==> src/rtl/core/assert_macros.svh <==
// Assertion macros shared by the RTL of the key/value table.
// Depends on a clock named clock and a synchronous reset named reset in the using module.
`ifndef ASSERT_MACROS_SVH
`define ASSERT_MACROS_SVH
`ifndef NO_ASSERTIONS
// Checked at every rising edge outside reset
`define FSKV_ASSERT(label, prop, msg) \
   label: assert property (@(posedge clock) disable iff (reset) prop) else $error(msg);
// Checked at every rising edge, reset included
`define FSKV_ASSERT_ALWAYS(label, prop, msg) \
   label: assert property (@(posedge clock) prop) else $error(msg);
`else
`define FSKV_ASSERT(label, prop, msg)
`define FSKV_ASSERT_ALWAYS(label, prop, msg)
`endif
`endif

==> src/rtl/core/fskv_pkg.sv <==
// Types, codes and string helpers of the fixed-slot key/value table.
// No dependencies.
`timescale 1ns / 1ps
package fskv_pkg;

   localparam int WORD_BITS      = 64;
   localparam int FUNC_BITS      = 2;
   localparam int CAP_BITS       = 8;
   localparam int STATUS_BITS    = 2;
   localparam int COUNT_OUT_BITS = 9;
   localparam int SLOT_IDX_BITS  = 12;   // covers up to 4096 slots
   localparam int LEN_BITS       = 4;

   // Request operations
   localparam logic [FUNC_BITS-1:0] FUNC_PUT    = 2'd0;
   localparam logic [FUNC_BITS-1:0] FUNC_GET    = 2'd1;
   localparam logic [FUNC_BITS-1:0] FUNC_DELETE = 2'd2;
   localparam logic [FUNC_BITS-1:0] FUNC_CLOSE  = 2'd3;

   // Result status codes
   localparam logic [STATUS_BITS-1:0] STATUS_OK        = 2'd0;
   localparam logic [STATUS_BITS-1:0] STATUS_INVALID   = 2'd1;
   localparam logic [STATUS_BITS-1:0] STATUS_OVERFLOW  = 2'd2;
   localparam logic [STATUS_BITS-1:0] STATUS_NOT_FOUND = 2'd3;

   typedef enum logic [1:0] {
      ST_IDLE,
      ST_SCAN,
      ST_RESP
   } state_type;

   typedef enum logic [1:0] {
      CM_NEW,
      CM_UPDATE,
      CM_CLEAR
   } commit_op_type;

   // Search token that walks down the cell row
   typedef struct packed {
      logic                     valid;
      logic                     found;
      logic [SLOT_IDX_BITS-1:0] found_idx;
      logic [WORD_BITS-1:0]     found_value;
      logic                     free;
      logic [SLOT_IDX_BITS-1:0] free_idx;
   } token_type;

   // Slot update broadcast to all cells
   typedef struct packed {
      logic                     valid;
      commit_op_type            op;
      logic [SLOT_IDX_BITS-1:0] idx;
   } commit_type;

   // Keep the low nbytes bytes and cut the string at its first NUL
   function automatic logic [WORD_BITS-1:0] norm_word(input logic [WORD_BITS-1:0] w,
                                                      input int unsigned nbytes);
      logic [WORD_BITS-1:0] r;
      logic                 live;
      r    = '0;
      live = 1'b1;
      for (int i = 0; i < 8; i++) begin
         if (live && (i < nbytes) && (w[8*i +: 8] != 8'd0)) begin
            r[8*i +: 8] = w[8*i +: 8];
         end else begin
            live = 1'b0;
         end
      end
      return r;
   endfunction

   // Bytes before the first NUL
   function automatic logic [LEN_BITS-1:0] str_len(input logic [WORD_BITS-1:0] w);
      logic [LEN_BITS-1:0] n;
      logic                live;
      n    = '0;
      live = 1'b1;
      for (int i = 0; i < 8; i++) begin
         if (live && (w[8*i +: 8] != 8'd0)) begin
            n = n + LEN_BITS'(1);
         end else begin
            live = 1'b0;
         end
      end
      return n;
   endfunction

endpackage

==> src/rtl/core/fskv_cell.sv <==
// One slot of the key/value table: key, value, occupied mark and one token stage.
// Depends on fskv_pkg.
`timescale 1ns / 1ps
module fskv_cell #(
   parameter int KEY_BITS   = 64,
   parameter int VALUE_BITS = 64,
   parameter int CELL_INDEX = 0
) (
   input  logic                           clock,
   input  logic                           reset,
   input  logic [fskv_pkg::WORD_BITS-1:0] key_word,
   input  logic [fskv_pkg::WORD_BITS-1:0] value_word,
   input  fskv_pkg::commit_type           commit,
   input  fskv_pkg::token_type            up_token,
   output fskv_pkg::token_type            down_token
);
   import fskv_pkg::*;

   localparam logic [SLOT_IDX_BITS-1:0] MY_IDX = SLOT_IDX_BITS'(CELL_INDEX);

   logic                  used_ff, used_in;
   logic [KEY_BITS-1:0]   key_ff, key_in;
   logic [VALUE_BITS-1:0] value_ff, value_in;
   token_type             pass_ff, pass_in;
   logic                  hit;
   logic                  sel;

   // Token stage: note first key match and first free slot
   assign hit = up_token.valid && used_ff && (key_ff == key_word[KEY_BITS-1:0]);

   always_comb begin
      pass_in = up_token;
      if (hit && !up_token.found) begin
         pass_in.found       = 1'b1;
         pass_in.found_idx   = MY_IDX;
         pass_in.found_value = WORD_BITS'(value_ff);
      end
      if (up_token.valid && !used_ff && !up_token.free) begin
         pass_in.free     = 1'b1;
         pass_in.free_idx = MY_IDX;
      end
   end

   always_ff @(posedge clock) begin
      if (reset) begin
         pass_ff.valid <= 1'b0;
      end else begin
         pass_ff <= pass_in;
      end
   end

   assign down_token = pass_ff;

   // Slot update from the broadcast commit
   assign sel = commit.valid && (commit.idx == MY_IDX);

   always_comb begin
      used_in  = used_ff;
      key_in   = key_ff;
      value_in = value_ff;
      if (sel) begin
         case (commit.op)
            CM_NEW: begin
               used_in = 1'b1;
               key_in  = key_word[KEY_BITS-1:0];
            end
            CM_CLEAR: begin
               used_in = 1'b0;
            end
            default: begin
               used_in = used_ff;
            end
         endcase
         if (commit.op inside {CM_NEW, CM_UPDATE}) begin
            value_in = value_word[VALUE_BITS-1:0];
         end
      end
   end

   always_ff @(posedge clock) begin
      if (reset) begin
         used_ff <= 1'b0;
      end else begin
         used_ff <= used_in;
      end
   end

   always_ff @(posedge clock) begin
      key_ff   <= key_in;
      value_ff <= value_in;
   end

endmodule

==> config.mk <==
export PLATFORM = sky130hd
export DESIGN_NAME = fskv_cell
export DESIGN_NICKNAME = d
export VERILOG_FILES = /design/src/rtl/core/assert_macros.svh /design/src/rtl/core/fskv_pkg.sv /design/src/rtl/core/fskv_cell.sv
export SDC_FILE = /design/constraint.sdc
export NUM_CORES = 1
export LEC_CHECK = 0
export BUFFER_PORTS_ARGS = -buffer_cell sky130_fd_sc_hd__buf_4
export CAP_MARGIN = 25
export CORE_MARGIN = 3
export CORE_UTILIZATION = 52
export DETAILED_ROUTE_END_ITERATION = 8
export GPL_TIMING_DRIVEN = 0
export PLACE_DENSITY = 0.85
export SLEW_MARGIN = 20
export SYNTH_ARGS = -nofsm -noshare
export SYNTH_HDL_FRONTEND = slang
export SYNTH_SLANG_ARGS = --single-unit
==> constraint.sdc <==
create_clock -name clock -period 8.4 [get_ports clock]
set_input_delay 0.42 -clock clock [delete_from_list [all_inputs] [get_ports clock]]
set_output_delay 0.42 -clock clock [all_outputs]
set_load 0.02 [all_outputs]
==> impl_metrics.env <==
export IMPL_outcome="finished clean"
export IMPL_antenna_found_initial=0
export IMPL_cts_hold_buf=0
export IMPL_powerDensity_nw_per_um2=202
export IMPL_ys_seq_area_share_pct=78.8
export IMPL_drtIter0Drc=300
export IMPL_clk_path_buf_depth=3
export IMPL_cts_root_buf="clkbuf_16"
export IMPL_io_pin_count=327
export IMPL_hold_viol=0
export IMPL_cp_required_ns=8.64
export IMPL_htreeDepth=1
export IMPL_coreArea_um2=15500
export IMPL_seqPwrFrac_pct=52.6
export IMPL_power_frac_clock_pct=37.0
export IMPL_min_delay_worst_endpoint="value_ff[33]$_DFFE_PP_"
export IMPL_reg2regPathDepth=7
export IMPL_areaGrowthSynthToFinish_pct=41.9
export IMPL_ir_drop_v=0.000195
export IMPL_syn_area_um2=8360
export IMPL_critPathCaptureType="flip-flop"
export IMPL_max_cap_violations=0
export IMPL_min_period_over_period_pct=33.2
export IMPL_die_area_um2=17600
export IMPL_holdCritStartpoint="value_word[33]"
export IMPL_dp_cells=965
export IMPL_finalClockSkew_ns=0.00908
export IMPL_crit_arrival_ns=3.03
export IMPL_grt_use_total_pct=23.7
export IMPL_relSlewSlack_pct=49.4
export IMPL_cts_tree="yes"
export IMPL_ys_top_cells_by_count="218 x edfxtp_1, 51 x xor2_1, 47 x mux2_2, 17 x mux2_4, 14 x nor4_1"
export IMPL_crit_chain="xnor2_1 -> nand4_1 -> nor4_1 -> nand4_1 -> buf_2 -> buf_6 -> mux2_4"
export IMPL_yosys_area_top_type="edfxtp_1"
export IMPL_grt_max_degree=60
export IMPL_clock_sinks=220
export IMPL_wire_per_inst_um=21.4
export IMPL_syn_inst=419
export IMPL_synth_top_area_share_pct=78.3
export IMPL_synth_nets=655
export IMPL_antennaDiodeCount=0
export IMPL_initial_core_util_pct=54.0
export IMPL_synth_area_leaders="edfxtp_1 78%, mux2_2 6.3%, xor2_1 5.3%, mux2_4 3.1%, xnor2_1 1.4%"
export IMPL_ys_dominant_reg_cell="edfxtp_1"
export IMPL_ys_warn_count=0
export IMPL_syn_avg_cell_area_um2=19.9
export IMPL_place_gp_congestion=0.848
export IMPL_cp_slowest_cell="nor4_1"
export IMPL_port_buffers=326
export IMPL_cts_buffers=23
export IMPL_slew_violations=0
export IMPL_cts_resized=0
export IMPL_hold_class="in2reg"
export IMPL_synth_edff_count=218
export IMPL_first_pass_iters=4
export IMPL_slowest_delay_ns=0.55
export IMPL_combPwrFrac_pct=10.4
export IMPL_final_cells=1004
export IMPL_drcViolationCount=0
export IMPL_met3_length_um=1720
export IMPL_rsz0062_at_grt="no"
export IMPL_overflow=0
export IMPL_num_vias=5092
export IMPL_p_sw_mw=0.510
export IMPL_wl_met1_um=7080
export IMPL_async_flop_share_pct=0
export IMPL_avgViaCountPerCell=5.07
export IMPL_die_h_um=133
export IMPL_clk_latency_ns=0.50
export IMPL_r2r_end="down_token[56]$_DFFE_PN_"
export IMPL_r2r_setup_slack_ns=5.61
export IMPL_netSwitchingFraction_pct=21.3
export IMPL_startpoint_type="flip-flop"
export IMPL_dp_hpwl_um=16500
export IMPL_synth_cell_types=24
export IMPL_tns_ns=0
export IMPL_post_route_util_pct=76.6
export IMPL_drive_gt1_share_pct=54.7
export IMPL_num_rows=45
export IMPL_hold_depth=1
export IMPL_cts_setup_buffers=0
export IMPL_routed_wl_um=21500
export IMPL_path_clk_slew_ns=0.06
export IMPL_tightest_slew_ns=0.754
export IMPL_max_freq_mhz=359
export IMPL_grt_pass1_wl_um=32100
export IMPL_ys_ff_latch=220
export IMPL_highest_layer="met4"
export IMPL_yosysMostFrequentCell="edfxtp_1"
export IMPL_r2r_start="key_ff[50]$_DFFE_PP_"
export IMPL_crit_path_max_fanout=10
export IMPL_criticalPathCategory="reg2reg"
export IMPL_dr_wl_met2_um=11700
export IMPL_ant_nets=0
export IMPL_grt_pass1_vias=5780
export IMPL_die_width_um=133
export IMPL_finalSetupViolCount=0
export IMPL_fin_nets=1015
export IMPL_p_int_mw=1.88
export IMPL_leakage_nw=4.72
export IMPL_crit_top_cell="nand4_1"
export IMPL_finalWorstPathRequiredPeriod_ns=2.79
==> power by group through the flow <==
stage	Sequential [mW]	Combinational, mW	Clock (mW)
floorplan	1.33	0.0393	0
global placement	1.28	0.238	0
global route	1.26	0.262	0.942
CTS	1.26	0.250	0.902
finish	1.26	0.248	0.885
detailed placement	1.28	0.248	0
==> metal layers <==
layer | vias up | track usage, %
li1 | 2323 | -
met1 | 2461 | 24.6
met2 | 244 | 43.8
met3 | 64 | 7.53
met4 | 0 | 10.3
met5 | - | 0
==> cells by family after synthesis <==
logic type                count (synthesis)  synth area share, %
xor gates and xnor gates                 64                 6.71
AOI/OAI and AO/OA                         1               0.0899
buffers and inverters                    10                0.644
DFF                                     220                 78.8
and+or+nand+nor                          60                 4.37
muxes                                    64                 9.39
==> critical path: cells and delay by family (launching register included) <==
| family | cells | cell delay (ns) |
|---|---|---|
| xor gates and xnor gates | 1 | 0.20 |
| DFF | 1 | 0.40 |
| and+or+nand+nor | 3 | 1.10 |
| muxes | 1 | 0.30 |
| buffers and inverters | 2 | 0.53 |
==> worst max path at each step <==
stage,startpoint,slack (ns),cells past startpoint,to
floorplan,commit[7],2.61,3,key_ff[0]$_DFFE_PP_
global route,key_ff[30]$_DFFE_PP_,5.42,8,down_token[56]$_DFFE_PN_
global placement,commit[7],1.17,4,key_ff[16]$_DFFE_PP_
CTS,key_ff[50]$_DFFE_PP_,5.57,7,down_token[56]$_DFFE_PN_
detailed placement,key_word[30],5.48,9,down_token[56]$_DFFE_PN_
finish,key_ff[50]$_DFFE_PP_,5.61,7,down_token[56]$_DFFE_PN_
==> layout make-up <==
class | count | area (um2)
fill | 878 | 3630
sequential | 220 | 6590
buffer | 9 | 50.0
multi-input combinational | 189 | 1730
clock buffer | 28 | 594
clock inverter | 11 | 51.3
tap | 211 | 264
inverter | 1 | 6.26
timing repair buffer | 335 | 2570
==> per-stage QoR <==
step	total power [mW]	setup WS, ns	hold WS, ns	cell area [um2]
2_1_floorplan	1.37	2.61	0.486	8360
3_3_place_gp	1.52	1.17	0.498	11100
3_5_place_dp	1.53	5.48	0.518	11200
4_1_cts	2.41	5.57	0.0744	11900
5_1_grt	2.47	5.42	0.0783	11900
6_report	2.39	5.61	0.100	11900
==> layout by cell type, fill, tap and decap left out <==
| master | netlist | layout |
|---|---|---|
| a211oi_1 | 1 | 1 |
| and2_1 | 12 | 12 |
| buf_1 | 4 | 4 |
| buf_12 | 0 | 1 |
| buf_16 | 0 | 2 |
| buf_2 | 1 | 1 |
| buf_4 | 0 | 330 |
| buf_6 | 2 | 4 |
| clkbuf_1 | 2 | 7 |
| clkbuf_16 | 0 | 23 |
| clkinv_1 | 0 | 6 |
| clkinv_2 | 0 | 4 |
| dfxtp_1 | 2 | 2 |
| edfxtp_1 | 218 | 218 |
| inv_4 | 0 | 1 |
| inv_6 | 0 | 1 |
| mux2_2 | 47 | 47 |
| mux2_4 | 17 | 17 |
| nand2b_1 | 1 | 1 |
| nand3_1 | 1 | 1 |
| nand4_1 | 7 | 7 |
| nand4b_1 | 1 | 1 |
| nor2_1 | 4 | 3 |
| nor2_4 | 0 | 1 |
| nor2b_1 | 13 | 13 |
| nor3_1 | 4 | 3 |
| nor3_2 | 0 | 1 |
| nor3b_1 | 1 | 1 |
| nor4_1 | 14 | 14 |
| nor4b_1 | 1 | 1 |
| or2_2 | 1 | 1 |
| xnor2_1 | 13 | 13 |
| xor2_1 | 51 | 51 |
==> sequential cells by signal (all words and copies together) (netlist names) <==
name / count
value_ff: 64
down_token: 91
key_ff: 64
used_ff: 1
Note: power is estimated with default switching activity, not from simulation.
